[src/hdl/fqrs_pkg.sv]
// Shared widths, configuration record, register indexes and width helpers for the root selector.
`default_nettype none

package fqrs_pkg;

   localparam int COORD_W      = 32;
   localparam int DIR_W        = 18;
   localparam int DIST_W       = 32;
   localparam int AXIS_W       = 18;
   localparam int HEIGHT_W     = 31;
   localparam int EPS_W        = 16;
   localparam int CSR_IDX_W    = 3;
   localparam int CSR_DATA_W   = 32;
   localparam int AXIAL_STAGES = 4;
   localparam int NUM_STAGES   = AXIAL_STAGES + 1;

   typedef enum logic [CSR_IDX_W-1:0] {
      CSR_CENTER_X = 3'd0,
      CSR_CENTER_Y = 3'd1,
      CSR_CENTER_Z = 3'd2,
      CSR_AXIS_X   = 3'd3,
      CSR_AXIS_Y   = 3'd4,
      CSR_AXIS_Z   = 3'd5,
      CSR_HEIGHT   = 3'd6,
      CSR_EPSILON  = 3'd7
   } csr_index_type;

   typedef struct packed {
      logic signed [COORD_W-1:0] center_x;
      logic signed [COORD_W-1:0] center_y;
      logic signed [COORD_W-1:0] center_z;
      logic signed [AXIS_W-1:0]  axis_x;
      logic signed [AXIS_W-1:0]  axis_y;
      logic signed [AXIS_W-1:0]  axis_z;
      logic [HEIGHT_W-1:0]       height;
      logic [EPS_W-1:0]          epsilon;
   } cfg_type;

   // width of the point offset origin - center + dir * t
   function automatic int r_width(input int frac);
      int m_w;
      begin
         m_w = DIR_W + DIST_W - frac;
         return ((m_w > COORD_W + 1) ? m_w : COORD_W + 1) + 1;
      end
   endfunction

   // width of twice the axial offset
   function automatic int y2_width(input int frac);
      return AXIS_W + r_width(frac) + 2 - frac + 1;
   endfunction

endpackage

`default_nettype wire

[src/hdl/fqrs_select.sv]
// Final stage: bound tests on both roots, nearest-root choice and the result register.
`default_nettype none

module fqrs_select #(
   parameter int FRAC_BITS = 16
) (
   input  logic                                            clock,
   input  logic                                            en,
   input  fqrs_pkg::cfg_type                               cfg,
   input  logic                                            func,
   input  logic signed [fqrs_pkg::DIST_W-1:0]              t_a,
   input  logic signed [fqrs_pkg::DIST_W-1:0]              t_b,
   input  logic signed [fqrs_pkg::y2_width(FRAC_BITS)-1:0] y2_a,
   input  logic signed [fqrs_pkg::y2_width(FRAC_BITS)-1:0] y2_b,
   output logic                                            hit,
   output logic signed [fqrs_pkg::DIST_W-1:0]              hit_distance
);
   import fqrs_pkg::*;

   localparam int Y2_W  = y2_width(FRAC_BITS);
   localparam int CMP_W = ((Y2_W > HEIGHT_W + 2) ? Y2_W : HEIGHT_W + 2) + 1;
   localparam logic [DIST_W-1:0] MissDist = DIST_W'(-(longint'(1) << FRAC_BITS));

   logic signed [CMP_W-1:0]  eps_c;
   logic signed [CMP_W-1:0]  hpos_c;
   logic signed [CMP_W-1:0]  hneg_c;
   logic signed [CMP_W-1:0]  lim_c;
   logic signed [CMP_W-1:0]  ya_c;
   logic signed [CMP_W-1:0]  yb_c;
   logic                     ok_a;
   logic                     ok_b;
   logic                     hit_in;
   logic signed [DIST_W-1:0] dist_in;
   logic                     hit_ff;
   logic signed [DIST_W-1:0] dist_ff;

   always_comb begin
      eps_c  = CMP_W'(cfg.epsilon);
      hpos_c = CMP_W'(cfg.height);
      hneg_c = -hpos_c;
      lim_c  = hpos_c + (eps_c <<< 1);
      ya_c   = CMP_W'(y2_a);
      yb_c   = CMP_W'(y2_b);

      if (func) begin
         ok_a = (ya_c < lim_c) && (ya_c > hneg_c);
         ok_b = (yb_c < lim_c) && (yb_c > hneg_c);
      end else begin
         ok_a = (ya_c <= hpos_c) && (ya_c >= hneg_c);
         ok_b = (yb_c <= hpos_c) && (yb_c >= hneg_c);
      end
      ok_a = ok_a && (CMP_W'(t_a) > eps_c);
      ok_b = ok_b && (CMP_W'(t_b) > eps_c);

      hit_in = ok_a || ok_b;
      priority if (ok_a && ok_b) begin
         dist_in = (t_a < t_b) ? t_a : t_b;
      end else if (ok_a) begin
         dist_in = t_a;
      end else if (ok_b) begin
         dist_in = t_b;
      end else begin
         dist_in = MissDist;
      end
   end

   always_ff @(posedge clock) begin
      if (en) begin
         hit_ff  <= hit_in;
         dist_ff <= dist_in;
      end
   end

   assign hit          = hit_ff;
   assign hit_distance = dist_ff;

endmodule

`default_nettype wire

[config.mk]
export PLATFORM = sky130hd
export DESIGN_NAME = fqrs_select
export DESIGN_NICKNAME = d
export VERILOG_FILES = /design/src/hdl/fqrs_pkg.sv /design/src/hdl/fqrs_select.sv
export SDC_FILE = /design/constraint.sdc
export NUM_CORES = 1
export LEC_CHECK = 0
export BUFFER_PORTS_ARGS = -buffer_cell sky130_fd_sc_hd__buf_2
export CAP_MARGIN = 10
export CORE_UTILIZATION = 46
export CTS_CLUSTER_SIZE = 40
export DETAILED_ROUTE_END_ITERATION = 8
export MAX_ROUTING_LAYER = met4
export PLACE_DENSITY = 0.79
export SKIP_LAST_GASP = 1
export SLEW_MARGIN = 20
export SYNTH_ARGS = -nofsm -noshare
export SYNTH_HDL_FRONTEND = slang
export SYNTH_SLANG_ARGS = --single-unit
[constraint.sdc]
create_clock -name clock -period 5.74 [get_ports clock]
set_input_delay 0.861 -clock clock [delete_from_list [all_inputs] [get_ports clock]]
set_output_delay 0.861 -clock clock [all_outputs]
set_load 0.01 [all_outputs]
==> metrics.log <==
[metrics] count of cell types in the netlist: 72
[metrics] number of nets in the synthesized netlist: 1750
[metrics] # Max-Cap Violations: 0
[metrics] count of input and output buffers: 226
[metrics] buffer depth of the longest clock path: 2
[metrics] setup slack after placement: -0.544 ns
[metrics] TritonRoute pass-1 iters: 5
[metrics] crit path kind: input pin to flip-flop
[metrics] number of H-tree levels: 2
[metrics] number of nets with antenna violations after detailed routing: 0
[metrics] area used by sequential logic in the layout: 991 sq um
[metrics] fraction of layout instances using a drive strength above 1: 0.295
[metrics] clock buffers created by TritonCTS: 5
[metrics] Area Growth Syn to Fin: 30.6%
[metrics] required arrival time at the worst endpoint: 5.77 ns
[metrics] class of the most critical hold timing path: input pin to flip-flop
[metrics] slew at the pin closest to its max-slew limit: 0.717 ns
[metrics] crit path setup slack, layout: 0.148 ns
[metrics] total leakage power: 0.00608 uW
[metrics] metal1 wirelength: 14700 um
[metrics] number of endpoints with negative hold slack in the final report: 0
[metrics] die area: 21100 sq um
[metrics] CTS Sinks: 33
[metrics] Ys Warns: 0
[metrics] register clock-pin slew on the reported worst setup and hold paths: 0.05 ns
[metrics] FFs w/ async S/R, synth: 0
[metrics] Fillers: 1794
[metrics] Cell Area, Synth: 9440 sq um
[metrics] Detailed Route Iter0 Violations: 585
[metrics] Layout Nets: 2090
[metrics] core area: 20200 sq um
[metrics] initial standard-cell utilization of the core: 0.468
[metrics] instance area after placement: 11600 sq um
[metrics] worst-path fanout max: 7
[metrics] maximum number of pins on one net before global-route repair: 34
[metrics] multi-input combinational cell area: 8350 sq um
[metrics] WL final: 33200 um
[metrics] Setup TNS Final: 0 ns
[metrics] Total Routing Usage GR: 0.313
[metrics] per-cell routed wire length: 19.1 um
[metrics] library cell with the highest instance count after synthesis: ha_1
[metrics] post-synthesis cell type with the largest combined area: ha_1
[metrics] Max rail drop VDD: 0.113 mV
[metrics] clock period minus final worst setup slack: 5.59 ns
[metrics] horizontal die dimension: 145 um
[metrics] kind of end point of the critical path: flip-flop
[metrics] number of global-route vias before repair: 9924
[metrics] grt ovf: 0
[metrics] Synth Instances: 1125
[metrics] ratio of total power to cell area: 120 nW/um^2
[metrics] die height: 145 um
[metrics] clock tree from TritonCTS: done
[metrics] ys flop type: edfxtp_1
[metrics] detailed-routed wire length on met3: 2260 um
[metrics] sequential area share after synthesis: 0.105
[metrics] final count of negative-setup-slack endpoints: 0
[metrics] worst slew margin relative to its limit: 0.522
[metrics] leading cell types by count after synthesis: ha_1 (280), inv_1 (101), a21oi_1 (94)
[metrics] flip-flop and latch count after synthesis: 33
[metrics] Worst Setup Start Kind: input pin
[metrics] share of the synthesized area in the top cell type: 0.371
[metrics] initial antenna violation count: 6
[metrics] total half-perimeter wirelength after legalization and detailed placement: 28700 um
[metrics] Post-Layout Inst Area: 12300 sq um
[metrics] synth top area cells: ha_1 (37%), edfxtp_1 (11%), a21oi_1 (5.0%)
[metrics] I/O pin count: 377
[metrics] routability congestion estimate from global placement: 1.00
[metrics] count of hold buffers inserted by post-cts repair: 0
[metrics] first-pass GRT wire length: 50900 um
[metrics] outcome: completed
[metrics] utilization after layout: 0.611
[metrics] CTS root buffer: clkbuf_16
[metrics] total met2 wirelength after detailed routing: 15100 um
[metrics] std cell rows: 52
[metrics] fraction of the cycle the final worst path needs: 0.974
[metrics] detailed-route DRC error count: 0
[metrics] max frequency: 179 MHz
[metrics] Max Slew Vio Count: 0
[metrics] EDFF count, synth: 33
[metrics] highest metal layer used by the detailed router: met4
[metrics] per-cell via count in the routed design: 5.91
[metrics] vias: 10.3k
[metrics] critical path arrival: 5.62 ns
[metrics] Mean Syn Cell Area: 8.39 sq um
-- layer usage --
layer | vias to the layer above | GRT usage
met5 | - | -
li1 | 5020 | -
met3 | 70 | 0.0186
met2 | 456 | 0.514
met1 | 4743 | 0.411
met4 | 0 | 0.102
-- cell families (layout without fill, tap and decap cells) --
logic type,after synthesis,count (layout),share of synthesized area
adders and majority gates,282,282,0.375
DFF,33,33,0.105
xor gates and xnor gates,54,54,0.0509
AOI/OAI and AO/OA,311,312,0.236
and+or+nand+nor,331,331,0.184
other,0,6,0
buffers and inverters,114,454,0.0501
-- cells in the final DEF, fill, tap and decap left out, types with 6 or more instances in the layout --
| master | Yosys | layout |
|---|---|---|
| a211oi_1 | 10 | 9 |
| a21oi_1 | 94 | 89 |
| nor4_4 | 0 | 7 |
| a31oi_1 | 7 | 6 |
| a21o_1 | 28 | 28 |
| a2bb2oi_2 | 10 | 10 |
| o21ai_0 | 50 | 47 |
| and2_1 | 7 | 7 |
| edfxtp_1 | 33 | 33 |
| nor2_1 | 47 | 43 |
| ha_1 | 280 | 278 |
| a22o_1 | 16 | 16 |
| buf_4 | 2 | 110 |
| xnor2_1 | 46 | 45 |
| a2111oi_0 | 9 | 6 |
| buf_2 | 0 | 224 |
| inv_1 | 101 | 101 |
| nand2b_1 | 8 | 8 |
| and3_1 | 8 | 8 |
| nand4_1 | 35 | 35 |
| nor4_1 | 31 | 18 |
| nand2_1 | 75 | 72 |
| o211ai_1 | 11 | 11 |
| and4_1 | 9 | 8 |
| o31ai_1 | 8 | 7 |
| clkbuf_16 | 0 | 6 |
| xor2_1 | 7 | 6 |
| nor4_2 | 1 | 7 |
| diode_2 | 0 | 6 |
| nand3_1 | 47 | 43 |
| nor2b_1 | 16 | 16 |
| o21a_1 | 16 | 15 |
| nor3_1 | 27 | 21 |
-- metrics by stage --
step | cells | power [uW] | hold WS [ns]
after floorplan | 1125 | 801 | 0.973
after global placement | 1712 | 1120 | 1.19
after detailed placement | 1712 | 1150 | 1.19
after CTS | 1722 | 1410 | 0.904
after global routing | 1740 | 1600 | 0.917
final | 1742 | 1480 | 0.904
-- area by class of cell --
type                       count  area share
clock buffer                   5      0.0102
multi-input combinational    979       0.678
antenna                        6     0.00122
clock inverter                 3     0.00142
inverter                     102      0.0311
sequential                    33      0.0804
tap                          270      0.0274
timing repair buffer         344       0.171
-- repair_timing --
item,4_1_cts,5_1_grt
resized for setup,12,68
pin swaps,3,35
setup endpoints to repair,31,33
buffers inserted,2,12
gates cloned,0,2
-- critical path, stage by stage --
cell,delay (ns)
buf_8,0.10
ha_4,0.15
fa_2,0.33
a21o_1,0.18
a21oi_2,0.16
o21bai_1,0.12
a21bo_2,0.22
a21oi_2,0.16
o21ai_2,0.10
o31a_1,0.34
o21a_4,0.28
nand4_1,0.16
xnor2_2,0.14
ha_1,0.27
and4_1,0.22
a211oi_2,0.21
a21oi_1,0.10
or3_1,0.39
a211oi_2,0.18
o21ai_2,0.12
a21oi_4,0.22
a21boi_4,0.36
buf_6,0.20
a2bb2oi_2,0.07
-- worst paths after layout --
| path | cells after the start | start | slack [ns] | end |
|---|---|---|---|---|
| hold / removal | 2 | t_b[0] | 0.90 | hit_distance[0]$_DFFE_PP_ |
| setup / recovery | 24 | cfg[0] | 0.15 | hit_distance[24]$_DFFE_PP_ |
-- power by group --
part | internal [uW] | switching (uW) | leakage (uW)
registers | 286 | 3.44 | 0.000323
logic | 411 | 522 | 0.00569
clock network | 159 | 99.3 | 0.0000696
total | 856 | 625 | 0.00608
-- sequential cells by signal (all words and copies together) (netlist names) --
name,count
hit_distance,32
hit,1
Power figures use the tool's default switching activity.
