--- config.mk ---
export PLATFORM = sky130hd
export DESIGN_NAME = fqrs_csr_flat
export DESIGN_NICKNAME = d
export VERILOG_FILES = /design/src/hdl/fqrs_pkg.sv /design/src/hdl/fqrs_if.sv /design/src/hdl/fqrs_csr.sv /design/src/flat_wrapper.sv
export SDC_FILE = /design/constraint.sdc
export NUM_CORES = 1
export LEC_CHECK = 0
export BUFFER_PORTS_ARGS = -buffer_cell sky130_fd_sc_hd__buf_2
export CAP_MARGIN = 20
export CORE_ASPECT_RATIO = 1.25
export CORE_MARGIN = 2
export CORE_UTILIZATION = 40
export DETAILED_ROUTE_END_ITERATION = 10
export GPL_ROUTABILITY_DRIVEN = 0
export GPL_TIMING_DRIVEN = 0
export PLACE_DENSITY_LB_ADDON = 0.05
export SYNTH_ARGS = -nofsm -noshare
export SYNTH_HDL_FRONTEND = slang
export SYNTH_SLANG_ARGS = --single-unit
--- constraint.sdc ---
create_clock -name clock -period 2.6 [get_ports clock]
set_clock_uncertainty 0.1 [all_clocks]
set_input_delay 0.26 -clock clock [delete_from_list [all_inputs] [get_ports clock]]
set_output_delay 0.26 -clock clock [all_outputs]
set_load 0.005 [all_outputs]
--- src/hdl/fqrs_pkg.sv ---
// Shared widths, configuration record, register indexes and width helpers for the root selector.
`default_nettype none

package fqrs_pkg;

   localparam int COORD_W      = 32;
   localparam int DIR_W        = 18;
   localparam int DIST_W       = 32;
   localparam int AXIS_W       = 18;
   localparam int HEIGHT_W     = 31;
   localparam int EPS_W        = 16;
   localparam int CSR_IDX_W    = 3;
   localparam int CSR_DATA_W   = 32;
   localparam int AXIAL_STAGES = 4;
   localparam int NUM_STAGES   = AXIAL_STAGES + 1;

   typedef enum logic [CSR_IDX_W-1:0] {
      CSR_CENTER_X = 3'd0,
      CSR_CENTER_Y = 3'd1,
      CSR_CENTER_Z = 3'd2,
      CSR_AXIS_X   = 3'd3,
      CSR_AXIS_Y   = 3'd4,
      CSR_AXIS_Z   = 3'd5,
      CSR_HEIGHT   = 3'd6,
      CSR_EPSILON  = 3'd7
   } csr_index_type;

   typedef struct packed {
      logic signed [COORD_W-1:0] center_x;
      logic signed [COORD_W-1:0] center_y;
      logic signed [COORD_W-1:0] center_z;
      logic signed [AXIS_W-1:0]  axis_x;
      logic signed [AXIS_W-1:0]  axis_y;
      logic signed [AXIS_W-1:0]  axis_z;
      logic [HEIGHT_W-1:0]       height;
      logic [EPS_W-1:0]          epsilon;
   } cfg_type;

   // width of the point offset origin - center + dir * t
   function automatic int r_width(input int frac);
      int m_w;
      begin
         m_w = DIR_W + DIST_W - frac;
         return ((m_w > COORD_W + 1) ? m_w : COORD_W + 1) + 1;
      end
   endfunction

   // width of twice the axial offset
   function automatic int y2_width(input int frac);
      return AXIS_W + r_width(frac) + 2 - frac + 1;
   endfunction

endpackage

`default_nettype wire

--- src/hdl/fqrs_if.sv ---
// Ray request, hit response and register write channels.
`default_nettype none


interface fqrs_csr_if;
   import fqrs_pkg::*;

   logic                  valid;
   logic                  ready;
   logic [CSR_IDX_W-1:0]  index;
   logic [CSR_DATA_W-1:0] data;

   modport source (output valid, index, data, input ready);
   modport sink   (input valid, index, data, output ready);
endinterface

`default_nettype wire

--- src/hdl/fqrs_csr.sv ---
// Object configuration registers: center, axis, height and epsilon.
`default_nettype none

module fqrs_csr #(
   parameter int FRAC_BITS = 16
) (
   input  logic             clock,
   input  logic             reset,
   fqrs_csr_if.sink         csr_ch,
   output fqrs_pkg::cfg_type cfg
);
   import fqrs_pkg::*;

   localparam logic [AXIS_W-1:0] AxisOne = AXIS_W'(64'd1 << FRAC_BITS);

   cfg_type cfg_ff;
   cfg_type cfg_in;
   cfg_type cfg_rst;

   always_comb begin
      cfg_rst          = '0;
      cfg_rst.axis_z   = AxisOne;
      cfg_rst.epsilon  = EPS_W'(1);

      cfg_in = cfg_ff;
      if (csr_ch.valid) begin
         unique case (csr_index_type'(csr_ch.index))
            CSR_CENTER_X: cfg_in.center_x = csr_ch.data;
            CSR_CENTER_Y: cfg_in.center_y = csr_ch.data;
            CSR_CENTER_Z: cfg_in.center_z = csr_ch.data;
            CSR_AXIS_X:   cfg_in.axis_x   = csr_ch.data[AXIS_W-1:0];
            CSR_AXIS_Y:   cfg_in.axis_y   = csr_ch.data[AXIS_W-1:0];
            CSR_AXIS_Z:   cfg_in.axis_z   = csr_ch.data[AXIS_W-1:0];
            CSR_HEIGHT:   cfg_in.height   = csr_ch.data[HEIGHT_W-1:0];
            CSR_EPSILON:  cfg_in.epsilon  = csr_ch.data[EPS_W-1:0];
         endcase
      end
   end

   always_ff @(posedge clock) begin
      if (reset) begin
         cfg_ff <= cfg_rst;
      end else begin
         cfg_ff <= cfg_in;
      end
   end

   assign csr_ch.ready = !reset;
   assign cfg          = cfg_ff;

endmodule

`default_nettype wire

--- src/flat_wrapper.sv ---
// flat-port wrapper written by rule: the top's interface ports become plain ports
module fqrs_csr_flat import fqrs_pkg::*;
#(
   parameter int FRAC_BITS = 16
)
  (clock, reset, cfg, csr_ch_valid, csr_ch_index, csr_ch_data, csr_ch_ready);
  fqrs_csr_if csr_ch_i ();
  input  logic clock;
  input  logic reset;
  output fqrs_pkg::cfg_type cfg;
  input wire logic [$bits(csr_ch_i.valid)-1:0] csr_ch_valid;
  input wire logic [$bits(csr_ch_i.index)-1:0] csr_ch_index;
  input wire logic [$bits(csr_ch_i.data)-1:0] csr_ch_data;
  output wire logic [$bits(csr_ch_i.ready)-1:0] csr_ch_ready;
  assign csr_ch_i.valid = csr_ch_valid;
  assign csr_ch_i.index = csr_ch_index;
  assign csr_ch_i.data = csr_ch_data;
  assign csr_ch_ready = csr_ch_i.ready;
  fqrs_csr #(.FRAC_BITS(FRAC_BITS)) u_core (.clock(clock), .reset(reset), .csr_ch(csr_ch_i), .cfg(cfg));
endmodule
==> impl_metrics.py, run 1 <==
metrics = {
    "logic_synthesis": {
        "syn_inst": 703,
        "syn_area_per_cell_um2": 11.1,
        "synthesis.nets": 741,
        "synth_area_leaders": "dfxtp_1 51%, mux2i_1 25%, nand2b_1 18%",
        "netlist_area_um2": 7800,
        "synth_top_area_share_pct": 50.6,
        "ys_types": 19,
        "ys_seq_elements": 197,
        "yosysSeqAreaShare_pct": 50.6,
        "synthesis.yosys.warnings": 0,
        "synth_top_area_cell": "dfxtp_1",
    },
    "global_route": {
        "grt_max_degree": 19,
        "grt_usage_pct": 20.7,
        "grt_pass1_wl_um": 32500,
        "overflow": 0,
        "grt_pass1_vias": 5483,
        "antenna_found_initial": 0,
    },
    "placement": {
        "port_buffers": 235,
        "dp_worst_setup_slack_ps": 198,
        "place_area_um2": 9270,
        "hpwl_um": 15700,
        "dp_cells": 1174,
    },
    "sta": {
        "rsz0062_at_grt": "no",
        "worst_pin_slew_ps": 693,
        "fin_tns_setup_ps": 0,
        "setup_viol": 0,
        "setup_ws_ps": 389,
        "hold_slack_ps": 24.0,
        "maxSlewViolCount": 0,
        "finalCritPeriodShare_pct": 85.0,
        "clock.fmax_mhz": 452,
        "finalHoldViolCount": 0,
        "relSlewSlack_pct": 53.6,
        "finalCriticalPeriod_ps": 2210,
    },
    "final_layout": {
        "insertedDiodeCount": 0,
        "fin_util_pct": 51.3,
        "nets": 996,
        "layout-drive-gt1-share_pct": 31.0,
        "largest_reg_flops": 197,
        "mostFrequentLayoutCell": "buf_2",
        "post-route-cell-area_um2": 9870,
        "mostFrequentLayoutCells": "260 x buf_2, 227 x nand2b_1, 197 x mux2i_1, 197 x dfxtp_1, 19 x clkbuf_1",
        "stdcell_count": 1207,
        "area_growth_pct": 26.6,
    },
    "worst_setup_path": {
        "r2r_setup_slack_ps": 1870,
        "critical-path-max-stage-delay_ps": 390,
        "r2r-start": "u_core.cfg[181]",
        "crit_path_end_kind": "primary output",
        "path_max_fanout": 10,
        "required_ps": 2240,
        "cpMaxStageDelayCell": "clkbuf_1",
        "cp.arrival_ps": 1850,
        "path_class": "in -> out",
        "worst-r2r-cell-count": 2,
        "rr_endpoint": "u_core.cfg[181]",
        "crit_top_cell": "buf_2",
        "cp-start-kind": "primary input",
        "cp_cell_sequence": "buf_2 -> clkbuf_1 -> buf_2 -> buf_2 -> buf_2 -> inv_1 -> buf_2",
    },
    "cts": {
        "cts_buffers": 17,
        "clockBufferDepth": 2,
        "cts-root-buf": "clkbuf_16",
        "clock_sinks": 197,
        "clkTransAtPathRegs_ps": 60,
        "cts_setup_buffers": 0,
        "holdBufCountCts": 1,
        "cts_repair_resize_count": 0,
        "clkLatencyLatePin_ps": 420,
        "tritoncts": "yes",
        "cts-htree-levels": 4,
    },
    "die": {
        "die_w_um": 129,
        "die_y_um": 160,
        "start_util_pct": 40.5,
        "die-area_um2": 20600,
        "core-area_um2": 19300,
        "io_pins": 236,
        "core.rowCount": 57,
    },
    "min_path": {
        "min_to": "u_core.cfg[0]",
        "min_from": "csr_ch_data[0]",
        "holdCritPathClass": "in -> reg",
        "hold_depth": 3,
    },
    "pwr": {
        "total_power_mw": 6.22,
        "leakage_nw": 5.29,
        "power_density_nw_per_um2": 630,
        "ir_worst_vdd_uv": 394,
    },
    "run_status": {
        "status": "finished, final reports clean",
    },
    "routing": {
        "routedWlPerCell_um": 17.7,
        "antenna_left": 0,
        "vias_per_cell": 4.64,
        "firstDrtPassIters": 4,
        "routed-via-count": 5605,
        "drc": 0,
        "drt_wl_total_um": 21300,
        "initialDrtViolationCount": 199,
    },
    "flow_run": {
        "maxCapViolations": 0,
    },
}
[per-layer routing]
metal / wire [µm] / GRT usage [%] / up-vias / part of all wire, %
met2: 10600 / 35.8 / 157 / 50
met3: 1360 / 5.19 / 19 / 6.4
met1: 9070 / 25.1 / 2614 / 43
li1: - / - / 2815 / -
met4: 328 / 6.32 / 0 / 1.5
met5: 0 / 0 / - / 0
[worst max-delay path by stage]
stage | from | end | slack [ps] | cells after the start
after floorplan | csr_ch_index[0] | u_core.cfg[190] | 1090 | 5
after CTS | reset | csr_ch_ready | 330 | 7
final | reset | csr_ch_ready | 390 | 7
after global routing | reset | csr_ch_ready | 210 | 7
after global placement | reset | u_core.cfg[165] | 190 | 6
after detailed placement | reset | u_core.cfg[165] | 200 | 6
[critical path: cells and delay by family]
family / cells / cell delay (ps)
buffers and inverters: 7 / 1590
[synth_stat cells]
cell       number
buf_6           2
buf_4           2
mux2i_1       197
and4b_1         1
inv_1           1
nand2b_1      227
nand4b_1        3
or4b_4          1
and4_1          1
nor4b_4         1
nor2_1          4
clkbuf_2        2
buf_2          25
nand4bb_1       3
buf_1          15
nand4_1         1
buf_12          1
dfxtp_1       197
clkbuf_1       19
[layout make-up]
class / instances / area (µm²)
Multi-Input combinational cell: 439 / 3530
Clock buffer: 19 / 453
Timing Repair Buffer: 236 / 1190
Clock inverter: 13 / 138
Buffer: 66 / 320
Fill cell: 1832 / 9390
Sequential cell: 197 / 3940
Tap cell: 236 / 295
Inverter: 1 / 3.75
[cell families after synthesis]
logic type	synth area share (%)
buffers and inverters	4.16
flip-flops	50.6
multiplexers	25.3
AND/OR/NAND/NOR	20.0
[report_power, final]
part           leakage [nW]  internal, mW  switching (mW)  total (mW)
clock                 0.290          1.41            1.24        2.65
sequential             1.59          3.08          0.0320        3.11
combinational          3.41         0.212           0.243       0.455
Note: power is estimated with default switching activity, not from simulation.
==> run 2, diff against run 1 <==
- ABC_AREA: unset -> 1
==> run 2 against run 1 <==
  * Flip-flop and latch count unchanged
  * Global-route usage up 4.6 points
  * Worst setup slack better by 660 ps
  * Critical path depth down 3
  * Synthesized cell count up 59%
  * Cell count up 34%
  * Count of clock-buffer cells in the layout up 1
  * Fmax up 43%
  * Sequential share of layout area up 0.15 points
  * Wire length up 22%
  * Die area down 0.78%
  * Critical endpoint unchanged
==> impl_metrics.py, run 2 <==
metrics = {
    "run_status": {
        "status": "finished, final reports clean",
    },
    "logic_synthesis": {
        "synth_top_area_share_pct": 51.0,
        "ys_seq_elements": 197,
        "yosysMostFrequentCell": "nor2_1",
        "netlist_area_um2": 7730,
        "synth_top_area_cell": "dfxtp_1",
        "syn_area_per_cell_um2": 6.94,
        "synthesis.nets": 1153,
        "synth_edf_count": 0,
        "ys.flop_type": "dfxtp_1",
        "synth_area_leaders": "dfxtp_1 51%, nor2_1 19%, nand3_1 12%",
        "synthesis.yosys.warnings": 0,
        "yosysSeqAreaShare_pct": 51.0,
        "ys_types": 16,
        "synthArstFlopShare_pct": 0,
        "synthTopCellsByCount": "393 x nor2_1, 216 x nand2_1, 197 x dfxtp_1, 182 x nand3_1, 43 x buf_2",
        "syn_inst": 1115,
    },
    "worst_setup_path": {
        "required_ps": 2240,
        "crit_top_cell": "buf_2",
        "path_buf_inv": 4,
        "crit_cells": 4,
        "cp.arrival_ps": 1190,
        "path_class": "in -> out",
        "rr_endpoint": "u_core.cfg[110]",
        "path_max_fanout": 10,
        "critical-path-max-stage-delay_ps": 420,
        "worst-r2r-cell-count": 2,
        "cpMaxStageDelayCell": "clkbuf_1",
        "cp_cell_sequence": "buf_2 -> inv_2 -> clkbuf_1 -> buf_2",
        "cpLargestDelayFamily": "buffers and inverters",
        "cp-start-kind": "primary input",
        "r2r_setup_slack_ps": 1900,
        "r2r-start": "u_core.cfg[110]",
        "crit_path_end_kind": "primary output",
    },
    "routing": {
        "drc": 0,
        "antenna_left": 0,
        "vias_per_cell": 4.84,
        "firstDrtPassIters": 6,
        "routed-via-count": 7830,
        "drt_wl_total_um": 26100,
        "routedWlPerCell_um": 16.1,
        "initialDrtViolationCount": 436,
    },
    "final_layout": {
        "largest_reg_flops": 197,
        "mostFrequentLayoutCell": "nor2_1",
        "post-route-cell-area_um2": 9830,
        "mostFrequentLayoutCells": "393 x nor2_1, 278 x buf_2, 216 x nand2_1",
        "layout-drive-gt1-share_pct": 23.7,
        "nets": 1409,
        "area_growth_pct": 27.1,
    },
    "global_route": {
        "grt_pass1_wl_um": 39500,
        "grt_max_degree": 17,
        "overflow": 0,
        "grt_pass1_vias": 7094,
        "grt_usage_pct": 25.2,
        "antenna_found_initial": 3,
    },
    "flow_run": {
        "maxCapViolations": 0,
    },
    "die": {
        "core-area_um2": 18800,
        "die_y_um": 159,
        "io_pins": 236,
        "die_w_um": 128,
        "core.rowCount": 56,
        "die-area_um2": 20500,
        "start_util_pct": 41.0,
    },
    "pwr": {
        "ir_worst_vdd_uv": 430,
        "total_power_mw": 6.62,
        "power_density_nw_per_um2": 673,
        "leakage_nw": 4.95,
    },
    "min_path": {
        "hold_depth": 5,
        "min_from": "csr_ch_data[31]",
        "min_to": "u_core.cfg[196]",
        "holdCritPathClass": "in -> reg",
    },
    "cts": {
        "cts_setup_buffers": 0,
        "cts-htree-levels": 4,
        "clkTransAtPathRegs_ps": 70,
        "clock_sinks": 197,
        "clkLatencyLatePin_ps": 430,
        "cts-root-buf": "clkbuf_16",
        "cts_buffers": 17,
        "tritoncts": "yes",
        "clockBufferDepth": 2,
    },
    "sta": {
        "finalCriticalPeriod_ps": 1550,
        "rsz0062_at_grt": "no",
        "fin_tns_setup_ps": 0,
        "setup_viol": 0,
        "finalHoldViolCount": 0,
        "maxSlewViolCount": 0,
        "relSlewSlack_pct": 58.1,
        "worst_pin_slew_ps": 627,
        "clock.fmax_mhz": 647,
        "finalCritPeriodShare_pct": 59.5,
    },
    "placement": {
        "hpwl_um": 19000,
        "place_area_um2": 9200,
        "port_buffers": 235,
    },
}
==> run 2: cell count changes in the layout (fill, tap and decap cells not counted), sizes merged, moves of 2 or more <==
| cell | change |
|---|---|
| buf | +10 |
| bufinv | +2 |
| diode | +3 |
| inv | +35 |
| mux2i | -197 |
| nand2 | +218 |
| nand2b | -227 |
| nand3 | +182 |
| nand4b | -3 |
| nand4bb | -3 |
| nor2 | +398 |
| o21ai | +2 |
==> run 2: cell type report <==
type | count | area, µm²
clock buffer | 20 | 457
clock inverter | 11 | 148
multi-input combinational | 804 | 3290
timing repair buffer | 237 | 1200
inverter | 39 | 146
buffer | 75 | 354
fill | 2023 | 9010
sequential | 197 | 3940
tap | 232 | 290
antenna | 3 | 7.51
==> run 2: metal layers <==
metal	vias up	part of all wire (%)	global-route usage, %
met3	33	7.3	6.18
met2	249	48	41.4
met4	0	2.5	8.69
li1	3969	-	-
met1	3579	42	32.2
met5	-	0	0
==> run 2: tightest hold or removal path, delay by kind of cell <==
family | cells | cell delay [ps]
simple gates | 3 | 200
buf+inv | 2 | 170
==> run 2: power breakdown <==
part	internal, mW	switching, mW	total, mW
combinational	0.242	0.459	0.701
clock	1.57	1.17	2.74
sequential	3.12	0.0558	3.18
total	4.93	1.69	6.62
==> run 2: logic make-up after synthesis <==
logic type	synth area share, %
and+or+nand+nor	42.4
DFF	51.0
buffers and inverters	6.47
AOI/OAI and AO/OA	0.129
==> run 2: worst max path at each step <==
stage               start               to  slack [ps]
global placement    reset   u_core.cfg[40]         620
global route        reset   u_core.cfg[40]         990
CTS                 reset     csr_ch_ready        1050
finish              reset     csr_ch_ready        1050
detailed placement  reset   u_core.cfg[40]         640
floorplan           reset  u_core.cfg[113]        1420
==> run 2: repair_timing <==
item | 4_1_cts | 5_1_grt
gates resized for setup | 0 | 0
hold buffers | 2 | 0
endpoints found under the hold margin | 2 | 0
==> run 2: through the flow <==
step	hold slack, ps	setup slack, ps	instances	util [%]
2_1_floorplan	286	1420	1115	-
3_3_place_gp	356	617	1582	48.8
3_5_place_dp	367	638	1582	48.8
4_1_cts	108	1050	1615	52.1
5_1_grt	130	987	1617	52.2
6_report	120	1050	1618	52.2
